[config.mk]
export PLATFORM = sky130hd
export DESIGN_NAME = ternary_register_machine_top_flat
export DESIGN_NICKNAME = d
export VERILOG_FILES = /design/src/rtl/core/trm_pkg.sv /design/src/rtl/core/trm_channels.sv /design/src/rtl/core/trm_core.sv /design/src/rtl/core/ternary_register_machine_top.sv /design/src/flat_wrapper.sv
export VERILOG_INCLUDE_DIRS = /design/src /design/src/rtl/core
export SDC_FILE = /design/constraint.sdc
export NUM_CORES = 2
export LEC_CHECK = 0
export ABC_CLOCK_PERIOD_IN_PS = 10100
export BUFFER_PORTS_ARGS = -buffer_cell sky130_fd_sc_hd__clkbuf_2
export CORE_ASPECT_RATIO = 2
export CORE_MARGIN = 2
export CORE_UTILIZATION = 35
export CTS_CLUSTER_SIZE = 16
export DETAILED_ROUTE_END_ITERATION = 12
export MAX_ROUTING_LAYER = met4
export PLACE_DENSITY = 0.57
export SETUP_SLACK_MARGIN = 0.02
export SYNTH_ARGS = -nofsm -noshare
export SYNTH_HDL_FRONTEND = slang
export SYNTH_SLANG_ARGS = --single-unit
[constraint.sdc]
create_clock -name clk -period 10.1 [get_ports clk]
set_input_delay 0.505 -clock clk [delete_from_list [all_inputs] [get_ports clk]]
set_output_delay 0.505 -clock clk [all_outputs]
set_load 0.01 [all_outputs]
[src/rtl/core/ternary_register_machine_top_defines.svh]
// Assertion macros shared by the ternary register machine RTL.
// Define ASSERT_OFF to compile the checks away.
`ifndef TERNARY_REGISTER_MACHINE_TOP_DEFINES_SVH
`define TERNARY_REGISTER_MACHINE_TOP_DEFINES_SVH

`ifndef ASSERT_OFF

// Checked at every rising edge while reset is released.
`define TRM_ASSERT(label, clk, rst_n, prop, msg) \
    label: assert property (@(posedge clk) disable iff (!rst_n) prop) else $error(msg);

// Checked at every rising edge, also during reset.
`define TRM_ASSERT_ALWAYS(label, clk, prop, msg) \
    label: assert property (@(posedge clk) prop) else $error(msg);

`else

`define TRM_ASSERT(label, clk, rst_n, prop, msg)
`define TRM_ASSERT_ALWAYS(label, clk, prop, msg)

`endif

`endif

[src/rtl/core/trm_pkg.sv]
`default_nettype none

package trm_pkg;

    localparam int NUM_REGS_DEF = 256;

    localparam logic [8:0] REGS_IN_USE_RESET = 9'd256;

    // Largest legal trit value; a SET above it is rejected.
    localparam logic [1:0] TRIT_MAX = 2'd2;

    localparam logic [63:0] FNV_OFFSET = 64'hCBF2_9CE4_8422_2325;

    // The 64-bit FNV prime is 2^40 + 0x1B3.
    localparam int         FNV_PRIME_SHIFT = 40;
    localparam logic [8:0] FNV_PRIME_LOW   = 9'h1B3;

    typedef enum logic [2:0] {
        OP_SET,
        OP_ROT,
        OP_ADD,
        OP_MAC,
        OP_SWAP,
        OP_CXCHG,
        OP_READ,
        OP_DIGEST
    } op_t;

    typedef enum logic [1:0] {
        ST_OK,
        ST_RANGE,
        ST_ALIAS,
        ST_BADSET
    } status_t;

    typedef enum logic [3:0] {
        S_CLEAR,
        S_IDLE,
        S_RA,
        S_RB,
        S_RT,
        S_EXEC,
        S_WR2,
        S_DIG,
        S_DONE
    } seq_state_t;

    typedef struct packed {
        op_t        op;
        status_t    status;
        logic [7:0] reg_a;
        logic [7:0] reg_b;
        logic [7:0] reg_target;
        logic [1:0] rot_trit;
        logic [1:0] load_value;
    } trm_cmd_t;

    typedef struct packed {
        status_t     status;
        logic [1:0]  read_value;
        logic [63:0] digest_hash;
        logic [8:0]  nonzero_count;
    } trm_res_t;

    function automatic logic [1:0] add3(input logic [1:0] a, input logic [1:0] b);
        logic [2:0] s;
        s = {1'b0, a} + {1'b0, b};
        return (s >= 3'd3) ? 2'(s - 3'd3) : s[1:0];
    endfunction

    function automatic logic [1:0] mul3(input logic [1:0] a, input logic [1:0] b);
        logic [3:0] p;
        p = {2'b00, a} * {2'b00, b};
        return (p >= 4'd3) ? 2'(p - 4'd3) : p[1:0];
    endfunction

    // Signed 32-bit amount reduced modulo 3. Hex digits are summed since
    // 16 is 1 modulo 3, and 2^32 is 1 modulo 3, so a negative value adds 2.
    function automatic logic [1:0] rot_mod3(input logic signed [31:0] amount);
        logic [6:0] s1;
        logic [3:0] s2;
        logic [2:0] s3;
        logic [1:0] r;
        s1 = '0;
        for (int i = 0; i < 8; i++)
        begin
            s1 = s1 + 7'(amount[4*i +: 4]);
        end
        s2 = 4'(s1[6]) + 4'(s1[5:4]) + 4'(s1[3:2]) + 4'(s1[1:0]);
        s3 = 3'(s2[3:2]) + 3'(s2[1:0]);
        r  = (s3 >= 3'd3) ? 2'(s3 - 3'd3) : s3[1:0];
        return amount[31] ? add3(r, TRIT_MAX) : r;
    endfunction

    function automatic logic [63:0] fnv_step(input logic [63:0] h, input logic [1:0] v);
        logic [63:0] x;
        x = h ^ {62'd0, v};
        return (x << FNV_PRIME_SHIFT) + 64'(x * FNV_PRIME_LOW);
    endfunction

    function automatic status_t check_status(
        input op_t        op,
        input logic [7:0] a,
        input logic [7:0] b,
        input logic [7:0] t,
        input logic [1:0] lv,
        input logic [8:0] used
    );
        logic    ia;
        logic    ib;
        logic    it;
        status_t st;
        ia = {1'b0, a} < used;
        ib = {1'b0, b} < used;
        it = {1'b0, t} < used;
        st = ST_OK;
        unique case (op)
            OP_SET:
            begin
                priority if (!it)
                    st = ST_RANGE;
                else if (lv > TRIT_MAX)
                    st = ST_BADSET;
            end
            OP_ROT, OP_READ:
            begin
                if (!it)
                    st = ST_RANGE;
            end
            OP_ADD:
            begin
                priority if (!ia || !it)
                    st = ST_RANGE;
                else if (a == t)
                    st = ST_ALIAS;
            end
            OP_MAC:
            begin
                priority if (!ia || !ib || !it)
                    st = ST_RANGE;
                else if (a == t || b == t)
                    st = ST_ALIAS;
            end
            OP_SWAP:
            begin
                priority if (!ia || !ib)
                    st = ST_RANGE;
                else if (a == b)
                    st = ST_ALIAS;
            end
            OP_CXCHG:
            begin
                priority if (!ia || !ib || !it)
                    st = ST_RANGE;
                else if (a == b || t == a || t == b)
                    st = ST_ALIAS;
            end
            OP_DIGEST:
            begin
                st = ST_OK;
            end
        endcase
        return st;
    endfunction

endpackage

`default_nettype wire

[src/rtl/core/trm_channels.sv]
`default_nettype none

interface trm_in_if;
    logic               valid;
    logic               ready;
    logic [2:0]         op;
    logic [7:0]         reg_a;
    logic [7:0]         reg_b;
    logic [7:0]         reg_target;
    logic signed [31:0] amount;
    logic [1:0]         load_value;

    modport source (
        output valid, op, reg_a, reg_b, reg_target, amount, load_value,
        input  ready
    );
    modport sink (
        input  valid, op, reg_a, reg_b, reg_target, amount, load_value,
        output ready
    );
endinterface

interface trm_out_if;
    logic        valid;
    logic        ready;
    logic [1:0]  status;
    logic [1:0]  read_value;
    logic [63:0] digest_hash;
    logic [8:0]  nonzero_count;

    modport source (
        output valid, status, read_value, digest_hash, nonzero_count,
        input  ready
    );
    modport sink (
        input  valid, status, read_value, digest_hash, nonzero_count,
        output ready
    );
endinterface

`default_nettype wire

[src/rtl/core/trm_core.sv]
`default_nettype none
`include "ternary_register_machine_top_defines.svh"

module trm_core #(
    parameter int NUM_REGS = trm_pkg::NUM_REGS_DEF
) (
    input  wire logic              clk,
    input  wire logic              rst_n,
    input  wire logic              cmd_valid,
    input  wire trm_pkg::trm_cmd_t cmd,
    input  wire logic [8:0]        used_count,
    output logic                   cmd_ready,
    output logic                   res_valid,
    output trm_pkg::trm_res_t      res,
    input  wire logic              res_take
);
    import trm_pkg::*;

    localparam int AW = $clog2(NUM_REGS);

    logic [1:0] trit_mem [NUM_REGS];

    seq_state_t  state_reg, state_next;
    trm_cmd_t    cmd_reg, cmd_next;
    logic [1:0]  rd_q_reg;
    logic [1:0]  a_val_reg, a_val_next;
    logic [1:0]  b_val_reg, b_val_next;
    logic [1:0]  rd_val_reg, rd_val_next;
    logic [63:0] hash_reg, hash_next;
    logic [8:0]  nz_reg, nz_next;
    logic [AW-1:0] clr_reg, clr_next;
    logic [8:0]  idx_reg, idx_next;
    logic        dv_reg, dv_next;

    logic          we_c;
    logic [AW-1:0] waddr_c;
    logic [AW-1:0] raddr_c;
    logic [1:0]    wdata_c;
    logic          dig_issue;

    // Trit store with one write port and one registered read port: one write and one registered read per cycle.
    always_ff @(posedge clk)
    begin
        if (we_c)
        begin
            trit_mem[waddr_c] <= wdata_c;
        end
        rd_q_reg <= trit_mem[raddr_c];
    end

    always_ff @(posedge clk or negedge rst_n)
    begin
        if (!rst_n)
        begin
            state_reg <= S_CLEAR;
            clr_reg   <= '0;
            idx_reg   <= '0;
            dv_reg    <= 1'b0;
        end
        else
        begin
            state_reg <= state_next;
            clr_reg   <= clr_next;
            idx_reg   <= idx_next;
            dv_reg    <= dv_next;
        end
    end

    always_ff @(posedge clk)
    begin
        cmd_reg    <= cmd_next;
        a_val_reg  <= a_val_next;
        b_val_reg  <= b_val_next;
        rd_val_reg <= rd_val_next;
        hash_reg   <= hash_next;
        nz_reg     <= nz_next;
    end

    always_comb
    begin
        state_next  = state_reg;
        cmd_next    = cmd_reg;
        a_val_next  = a_val_reg;
        b_val_next  = b_val_reg;
        rd_val_next = rd_val_reg;
        hash_next   = hash_reg;
        nz_next     = nz_reg;
        clr_next    = clr_reg;
        idx_next    = idx_reg;
        dv_next     = dv_reg;
        we_c        = 1'b0;
        waddr_c     = AW'(cmd_reg.reg_target);
        wdata_c     = 2'd0;
        raddr_c     = AW'(cmd_reg.reg_target);
        dig_issue   = 1'b0;

        unique case (state_reg)
            S_CLEAR:
            begin
                we_c    = 1'b1;
                waddr_c = clr_reg;
                if (clr_reg == AW'(NUM_REGS - 1))
                    state_next = S_IDLE;
                else
                    clr_next = clr_reg + 1'b1;
            end
            S_IDLE:
            begin
                if (cmd_valid)
                begin
                    cmd_next    = cmd;
                    rd_val_next = 2'd0;
                    hash_next   = 64'd0;
                    nz_next     = 9'd0;
                    idx_next    = 9'd0;
                    dv_next     = 1'b0;
                    if (cmd.status != ST_OK)
                    begin
                        state_next = S_DONE;
                    end
                    else
                    begin
                        unique case (cmd.op)
                            OP_SET:
                                state_next = S_EXEC;
                            OP_ROT, OP_READ:
                                state_next = S_RT;
                            OP_DIGEST:
                            begin
                                hash_next  = FNV_OFFSET;
                                state_next = S_DIG;
                            end
                            OP_ADD, OP_MAC, OP_SWAP, OP_CXCHG:
                                state_next = S_RA;
                        endcase
                    end
                end
            end
            S_RA:
            begin
                raddr_c    = AW'(cmd_reg.reg_a);
                state_next = S_RB;
            end
            S_RB:
            begin
                raddr_c    = AW'(cmd_reg.reg_b);
                a_val_next = rd_q_reg;
                state_next = S_RT;
            end
            S_RT:
            begin
                raddr_c    = AW'(cmd_reg.reg_target);
                b_val_next = rd_q_reg;
                state_next = S_EXEC;
            end
            S_EXEC:
            begin
                // The target value read in the previous state is in rd_q_reg now.
                state_next = S_DONE;
                unique case (cmd_reg.op)
                    OP_SET:
                    begin
                        we_c    = 1'b1;
                        wdata_c = cmd_reg.load_value;
                    end
                    OP_ROT:
                    begin
                        we_c    = 1'b1;
                        wdata_c = add3(rd_q_reg, cmd_reg.rot_trit);
                    end
                    OP_ADD:
                    begin
                        we_c    = 1'b1;
                        wdata_c = add3(rd_q_reg, a_val_reg);
                    end
                    OP_MAC:
                    begin
                        we_c    = 1'b1;
                        wdata_c = add3(rd_q_reg, mul3(a_val_reg, b_val_reg));
                    end
                    OP_SWAP:
                    begin
                        we_c       = 1'b1;
                        waddr_c    = AW'(cmd_reg.reg_a);
                        wdata_c    = b_val_reg;
                        state_next = S_WR2;
                    end
                    OP_CXCHG:
                    begin
                        if (rd_q_reg == 2'd1)
                        begin
                            we_c       = 1'b1;
                            waddr_c    = AW'(cmd_reg.reg_a);
                            wdata_c    = b_val_reg;
                            state_next = S_WR2;
                        end
                    end
                    OP_READ:
                    begin
                        rd_val_next = rd_q_reg;
                    end
                    OP_DIGEST:
                    begin
                        rd_val_next = 2'd0;
                    end
                endcase
            end
            S_WR2:
            begin
                we_c       = 1'b1;
                waddr_c    = AW'(cmd_reg.reg_b);
                wdata_c    = a_val_reg;
                state_next = S_DONE;
            end
            S_DIG:
            begin
                // One read is issued per cycle and folded in the cycle after.
                raddr_c   = AW'(idx_reg);
                dig_issue = idx_reg < used_count;
                if (dv_reg)
                begin
                    hash_next = fnv_step(hash_reg, rd_q_reg);
                    if (rd_q_reg != 2'd0)
                        nz_next = nz_reg + 1'b1;
                end
                dv_next = dig_issue;
                if (dig_issue)
                    idx_next = idx_reg + 1'b1;
                else
                    state_next = S_DONE;
            end
            S_DONE:
            begin
                if (res_take)
                    state_next = S_IDLE;
            end
        endcase
    end

    assign cmd_ready         = (state_reg == S_IDLE);
    assign res_valid         = (state_reg == S_DONE);
    assign res.status        = cmd_reg.status;
    assign res.read_value    = rd_val_reg;
    assign res.digest_hash   = hash_reg;
    assign res.nonzero_count = nz_reg;

    `TRM_ASSERT(a_no_write_when_idle, clk, rst_n, (state_reg == S_IDLE || state_reg == S_DONE) |-> !we_c, "trit store written outside an instruction")
    `TRM_ASSERT(a_second_write_swap, clk, rst_n, (state_reg == S_WR2) |-> (cmd_reg.op == OP_SWAP || cmd_reg.op == OP_CXCHG), "second write for an op that does not exchange")
    `TRM_ASSERT(a_fault_zero_payload, clk, rst_n, (res_valid && res.status != ST_OK) |-> (res.read_value == 2'd0 && res.digest_hash == 64'd0 && res.nonzero_count == 9'd0), "faulting instruction returned data")

endmodule

`default_nettype wire

[src/rtl/core/ternary_register_machine_top.sv]
// Ternary register machine: executes one instruction per input transfer on a
// file of NUM_REGS trit registers and returns one result transfer for each.
// After reset the block clears the trit store, one register per cycle, and
// accepts no instruction meanwhile; configuration writes are taken at any
// time but must only be issued while the block is idle. All registers are held
// in one memory with one write port and one registered read port, so an
// instruction reads and writes its registers in turn: a faulting one goes
// straight to its result, SET writes the target, ROT and READ read the target
// and then write or return it, ADD, MAC, SWAP and CXCHG read reg_a, reg_b and
// the target, then ADD and MAC write the target and SWAP and an exchanging
// CXCHG write reg_a and then reg_b, and DIGEST reads registers_in_use
// registers, capped at NUM_REGS. The result is presented in the same cycle in
// which the next instruction can be accepted, and an output register holds it
// while later work goes on. A finished instruction waits for a free output
// register, so a stalled output stalls the input one instruction later.
`default_nettype none
`include "ternary_register_machine_top_defines.svh"

module ternary_register_machine_top #(
    parameter int NUM_REGS = trm_pkg::NUM_REGS_DEF
) (
    input  wire logic       clk,
    input  wire logic       rst_n,
    input  wire logic       cfg_write_en,
    input  wire logic [8:0] cfg_write_data,
    trm_in_if.sink          in_ch,
    trm_out_if.source       out_ch
);
    import trm_pkg::*;

    localparam int CW = ($clog2(NUM_REGS + 1) > 9) ? $clog2(NUM_REGS + 1) : 9;

    logic [8:0] regs_in_use_reg;
    logic [8:0] used_count;

    trm_cmd_t core_cmd;
    trm_res_t core_res;
    logic     core_ready;
    logic     core_res_valid;
    logic     res_load;

    logic     out_valid_reg, out_valid_next;
    trm_res_t out_res_reg;

    always_ff @(posedge clk or negedge rst_n)
    begin
        if (!rst_n)
            regs_in_use_reg <= REGS_IN_USE_RESET;
        else if (cfg_write_en)
            regs_in_use_reg <= cfg_write_data;
    end

    // A count beyond the store size addresses the whole store.
    assign used_count = (CW'(regs_in_use_reg) > CW'(NUM_REGS)) ? 9'(NUM_REGS)
                                                                : regs_in_use_reg;

    always_comb
    begin
        core_cmd.op         = op_t'(in_ch.op);
        core_cmd.reg_a      = in_ch.reg_a;
        core_cmd.reg_b      = in_ch.reg_b;
        core_cmd.reg_target = in_ch.reg_target;
        core_cmd.load_value = in_ch.load_value;
        core_cmd.rot_trit   = rot_mod3(in_ch.amount);
        core_cmd.status     = check_status(op_t'(in_ch.op), in_ch.reg_a, in_ch.reg_b,
                                           in_ch.reg_target, in_ch.load_value,
                                           used_count);
    end

    assign in_ch.ready = core_ready;

    trm_core #(
        .NUM_REGS (NUM_REGS)
    ) u_core (
        .clk        (clk),
        .rst_n      (rst_n),
        .cmd_valid  (in_ch.valid),
        .cmd        (core_cmd),
        .used_count (used_count),
        .cmd_ready  (core_ready),
        .res_valid  (core_res_valid),
        .res        (core_res),
        .res_take   (res_load)
    );

    // The output register takes a new result when it is empty or its
    // current transfer completes in this cycle.
    assign res_load = core_res_valid && (!out_valid_reg || out_ch.ready);

    always_comb
    begin
        out_valid_next = out_valid_reg;
        if (res_load)
            out_valid_next = 1'b1;
        else if (out_ch.ready)
            out_valid_next = 1'b0;
    end

    always_ff @(posedge clk or negedge rst_n)
    begin
        if (!rst_n)
            out_valid_reg <= 1'b0;
        else
            out_valid_reg <= out_valid_next;
    end

    always_ff @(posedge clk)
    begin
        if (res_load)
            out_res_reg <= core_res;
    end

    assign out_ch.valid         = out_valid_reg;
    assign out_ch.status        = out_res_reg.status;
    assign out_ch.read_value    = out_res_reg.read_value;
    assign out_ch.digest_hash   = out_res_reg.digest_hash;
    assign out_ch.nonzero_count = out_res_reg.nonzero_count;

    `TRM_ASSERT(a_out_from_core, clk, rst_n, $rose(out_valid_reg) |-> $past(core_res_valid), "result appeared without a finished instruction")
    `TRM_ASSERT(a_used_capped, clk, rst_n, CW'(used_count) <= CW'(NUM_REGS), "register count exceeds the store")
    `TRM_ASSERT(a_busy_after_accept, clk, rst_n, (in_ch.valid && in_ch.ready) |=> !in_ch.ready, "instruction accepted while one is in progress")

endmodule

`default_nettype wire
[src/flat_wrapper.sv]
// flat-port wrapper written by rule: the top's interface ports become plain ports
module ternary_register_machine_top_flat import trm_pkg::*;
#(
    parameter int NUM_REGS = trm_pkg::NUM_REGS_DEF
)
  (clk, rst_n, cfg_write_en, cfg_write_data, in_ch_valid, in_ch_op, in_ch_reg_a, in_ch_reg_b, in_ch_reg_target, in_ch_amount, in_ch_load_value, in_ch_ready, out_ch_valid, out_ch_status, out_ch_read_value, out_ch_digest_hash, out_ch_nonzero_count, out_ch_ready);
  trm_in_if in_ch_i ();
  trm_out_if out_ch_i ();
  input  wire logic clk;
  input  wire logic rst_n;
  input  wire logic cfg_write_en;
  input  wire logic [8:0] cfg_write_data;
  input wire logic [$bits(in_ch_i.valid)-1:0] in_ch_valid;
  input wire logic [$bits(in_ch_i.op)-1:0] in_ch_op;
  input wire logic [$bits(in_ch_i.reg_a)-1:0] in_ch_reg_a;
  input wire logic [$bits(in_ch_i.reg_b)-1:0] in_ch_reg_b;
  input wire logic [$bits(in_ch_i.reg_target)-1:0] in_ch_reg_target;
  input wire logic [$bits(in_ch_i.amount)-1:0] in_ch_amount;
  input wire logic [$bits(in_ch_i.load_value)-1:0] in_ch_load_value;
  output wire logic [$bits(in_ch_i.ready)-1:0] in_ch_ready;
  output wire logic [$bits(out_ch_i.valid)-1:0] out_ch_valid;
  output wire logic [$bits(out_ch_i.status)-1:0] out_ch_status;
  output wire logic [$bits(out_ch_i.read_value)-1:0] out_ch_read_value;
  output wire logic [$bits(out_ch_i.digest_hash)-1:0] out_ch_digest_hash;
  output wire logic [$bits(out_ch_i.nonzero_count)-1:0] out_ch_nonzero_count;
  input wire logic [$bits(out_ch_i.ready)-1:0] out_ch_ready;
  assign in_ch_i.valid = in_ch_valid;
  assign in_ch_i.op = in_ch_op;
  assign in_ch_i.reg_a = in_ch_reg_a;
  assign in_ch_i.reg_b = in_ch_reg_b;
  assign in_ch_i.reg_target = in_ch_reg_target;
  assign in_ch_i.amount = in_ch_amount;
  assign in_ch_i.load_value = in_ch_load_value;
  assign in_ch_ready = in_ch_i.ready;
  assign out_ch_valid = out_ch_i.valid;
  assign out_ch_status = out_ch_i.status;
  assign out_ch_read_value = out_ch_i.read_value;
  assign out_ch_digest_hash = out_ch_i.digest_hash;
  assign out_ch_nonzero_count = out_ch_i.nonzero_count;
  assign out_ch_i.ready = out_ch_ready;
  ternary_register_machine_top #(.NUM_REGS(NUM_REGS)) u_core (.clk(clk), .rst_n(rst_n), .cfg_write_en(cfg_write_en), .cfg_write_data(cfg_write_data), .in_ch(in_ch_i), .out_ch(out_ch_i));
endmodule
==> impl_results.md <==
- Vias: 30,046
- Vias in the first global route: 32,389
- RSZ-0062 raised after global routing: false
- Layout area overhead: 11.2%
- Post-synth top area share: 0.482
- Final Slew Violations: 0
- DRT Pass-1 Iters: 9
- Required @ worst endpoint: 10.58 ns
- Post-CTS Setup Inserts: 0
- Endpoints failing setup: 0
- Crit start category: flop
- Deepest clock path buffer count: 3
- Fmax: 134 MHz
- Detail Route Antenna Nets: 0
- Clock Skew: 0.0334 ns
- Total congestion overflow: 0
- Final Cycle Share: 0.741
- Post-synth ARST share: 0.0435
- Global-route wire length before repair: 194,000 µm
- Largest net degree at the start of global routing: 191
- Setup ws final: 2.62 ns
- H-tree levels: 3
- Row count: 183
- Fin nets: 4,572
- Critical path class: flop to flop
- Main area contributors after synthesis: edfxtp_1 48%, fa_1 13%, ha_1 6.5%
- Crit end category: flop
- Met3 wire length: 4850 µm
- Gp weighted congestion: 0.990
- Hold/Removal Path Class: input pin to flop
- IO Pins: 154
- Clock sink count: 735
- Rel. slew slack: 0.146
- CTS buffer count: 70
- Routed WL: 130,000 µm
- Filler instances: 12,115
- Distinct cells, synth: 86
- DP Cell Count: 5,584
- DRT met1 WL: 40,600 µm
- Root buf cell: clkbuf_16
- Via density: 5.26
- CP top delay family: compound AO/OA/AOI/OAI gates
- Post-synth EDFFs: 701
- Max layer used: met4
- Mapped Avg Cell Area: 11.2 µm²
- GRT Total Usage: 0.212
- HPWL Detailed: 93,900 µm
- DR iter-0 viols: 1,836
- Max reg flops: 512
- Metal2 WL: 74,700 µm
- Commonest non-fill, non-tap cell in the layout: edfxtp_1
- Initial antenna violation count: 1
- #FFs+latches synth: 735
- Die height: 504 µm
- Period minus WS final: 7.48 ns
- Wire per inst: 22.8 µm
- Yosys Warn Count: 0
- Final std cells w/o fill: 5,715
- Ys flop type: edfxtp_1
- Worst-path cell chain: xnor2_1 > inv_1 > ha_1 > fa_1 > fa_1 > inv_1 > fa_1 > inv_1 > ha_1 > ha_1 > nand4b_1 > a21oi_1 > o2111ai_1 > a311oi_1 > o21ai_0 > a211oi_1 > o21ai_0 > and3_1 > o31ai_1
- Syn nets: 4,474
- Port bufs: 153
- CP bufs+invs: 3
- Share of layout cells above drive strength 1: 0.0872
- Post-synth top area cell: edfxtp_1
- Sequential fraction of the synthesis area: 0.501
- Cell count after synthesis: 3,897
- CTS tree: yes
- Synth Cell Area: 43,700 µm²
- Core ar.: 124,000 µm²
- WP data arrival: 7.96 ns
- Starting density of the core: 0.352
- Die area: 128,000 µm²
- CP max stage cell: a311oi_1
- Final hold vios: 0
- Crit path max fanout: 9
- Residual DRC count: 0
- Max-Cap Viols: 0
- Pre-CTS setup slack: 1.97 ns
- Die Wd: 254 µm
- Hold slack: 0.0697 ns
- Outcome: finished, final reports clean
- Slew @ Worst Pin: 1.28 ns
- Most frequent cells in the layout: 701 x edfxtp_1, 593 x nand2_1, 422 x inv_1
- CTS clk-pin slew, worst paths: 0.06 ns
- Sum Neg Setup Slack: 0 ns
- Max incr delay on CP: 0.86 ns
- Clk_lat worst skew: 0.67 ns
[layer usage]
layer / global-route usage / up-vias
met4: 0.145 / 0
met1: 0.186 / 15044
met5: - / -
met2: 0.413 / 880
li1: - / 13732
met3: 0.0241 / 390
[final cells by class]
class                           count  area [µm²]  share of cell area
Timing Repair Buffer              207        1220              0.0251
Tap cell                         1665        2080              0.0429
Clock inverter                     39         503              0.0104
Sequential cell                   735       21900               0.451
Multi-Input combinational cell   2558       19400               0.400
Inverter                          423        1590              0.0327
Clock buffer                       85        1830              0.0377
Antenna cell                        3        7.51            0.000155
[cell usage after synthesis (all sizes together) (14+ instances only)]
cell and n:
xor2 32, o21bai 17, and2 19, fa 274, nor3 26, nand2b 17
a21oi 113, xnor2 78, nand4 38, a21o 61, clkbuf 81, buf 100
nor2b 18, dfrtp 31, a311oi 60, o21ai 73, ha 228, nand3 170
edfxtp 701, inv 422, nor2 391, a211oi 34, a31oi 52, nand2 601
mux2 14, and3 63
[worst paths after layout]
path | to | startpoint | slack [ns] | cells after the start
worst max-delay path | u_core.u_core.hash_reg[57] | u_core.u_core.rd_q_reg[0] | 2.62 | 19
worst min-delay path | u_core.regs_in_use_reg[4] | cfg_write_data[4] | 0.07 | 2
worst max register to register | u_core.u_core.hash_reg[57] | u_core.u_core.rd_q_reg[0] | 2.62 | 19
worst min register to register | u_core.out_ch.read_value[0] | u_core.u_core.rd_val_reg[0] | 0.42 | 0
max in group asynchronous | u_core.u_core.state_reg[3] | rst_n | 9.02 | 2
min in group asynchronous | u_core.regs_in_use_reg[4] | rst_n | 0.51 | 2
[kinds of logic (layout without fill, tap and decap cells)]
family,Yosys count,count (layout),synth area share
other,0,3,0
AO/OA/AOI/OAI,542,542,0.0867
XOR/XNOR,110,110,0.0221
flip-flops,735,735,0.501
adder cells (fa/ha/maj),502,502,0.191
buffers and inverters,604,754,0.0560
multiplexers,25,25,0.00613
AND/OR/NAND/NOR,1379,1379,0.137
[stage by stage]
stage,util,area (µm²)
after CTS,0.391,48600
after floorplan,-,43700
final,0.391,48600
after detailed placement,0.372,46200
after global placement,0.372,46200
after global routing,0.391,48600
[what timing repair did]
action	4_1_cts	5_1_grt
resized for setup	0	0
hold buffers	4	0
endpoints found under the hold margin	34	0
Power is not shown: default switching activity piles up to over one toggle a cycle in this logic, so the estimate is an artifact.
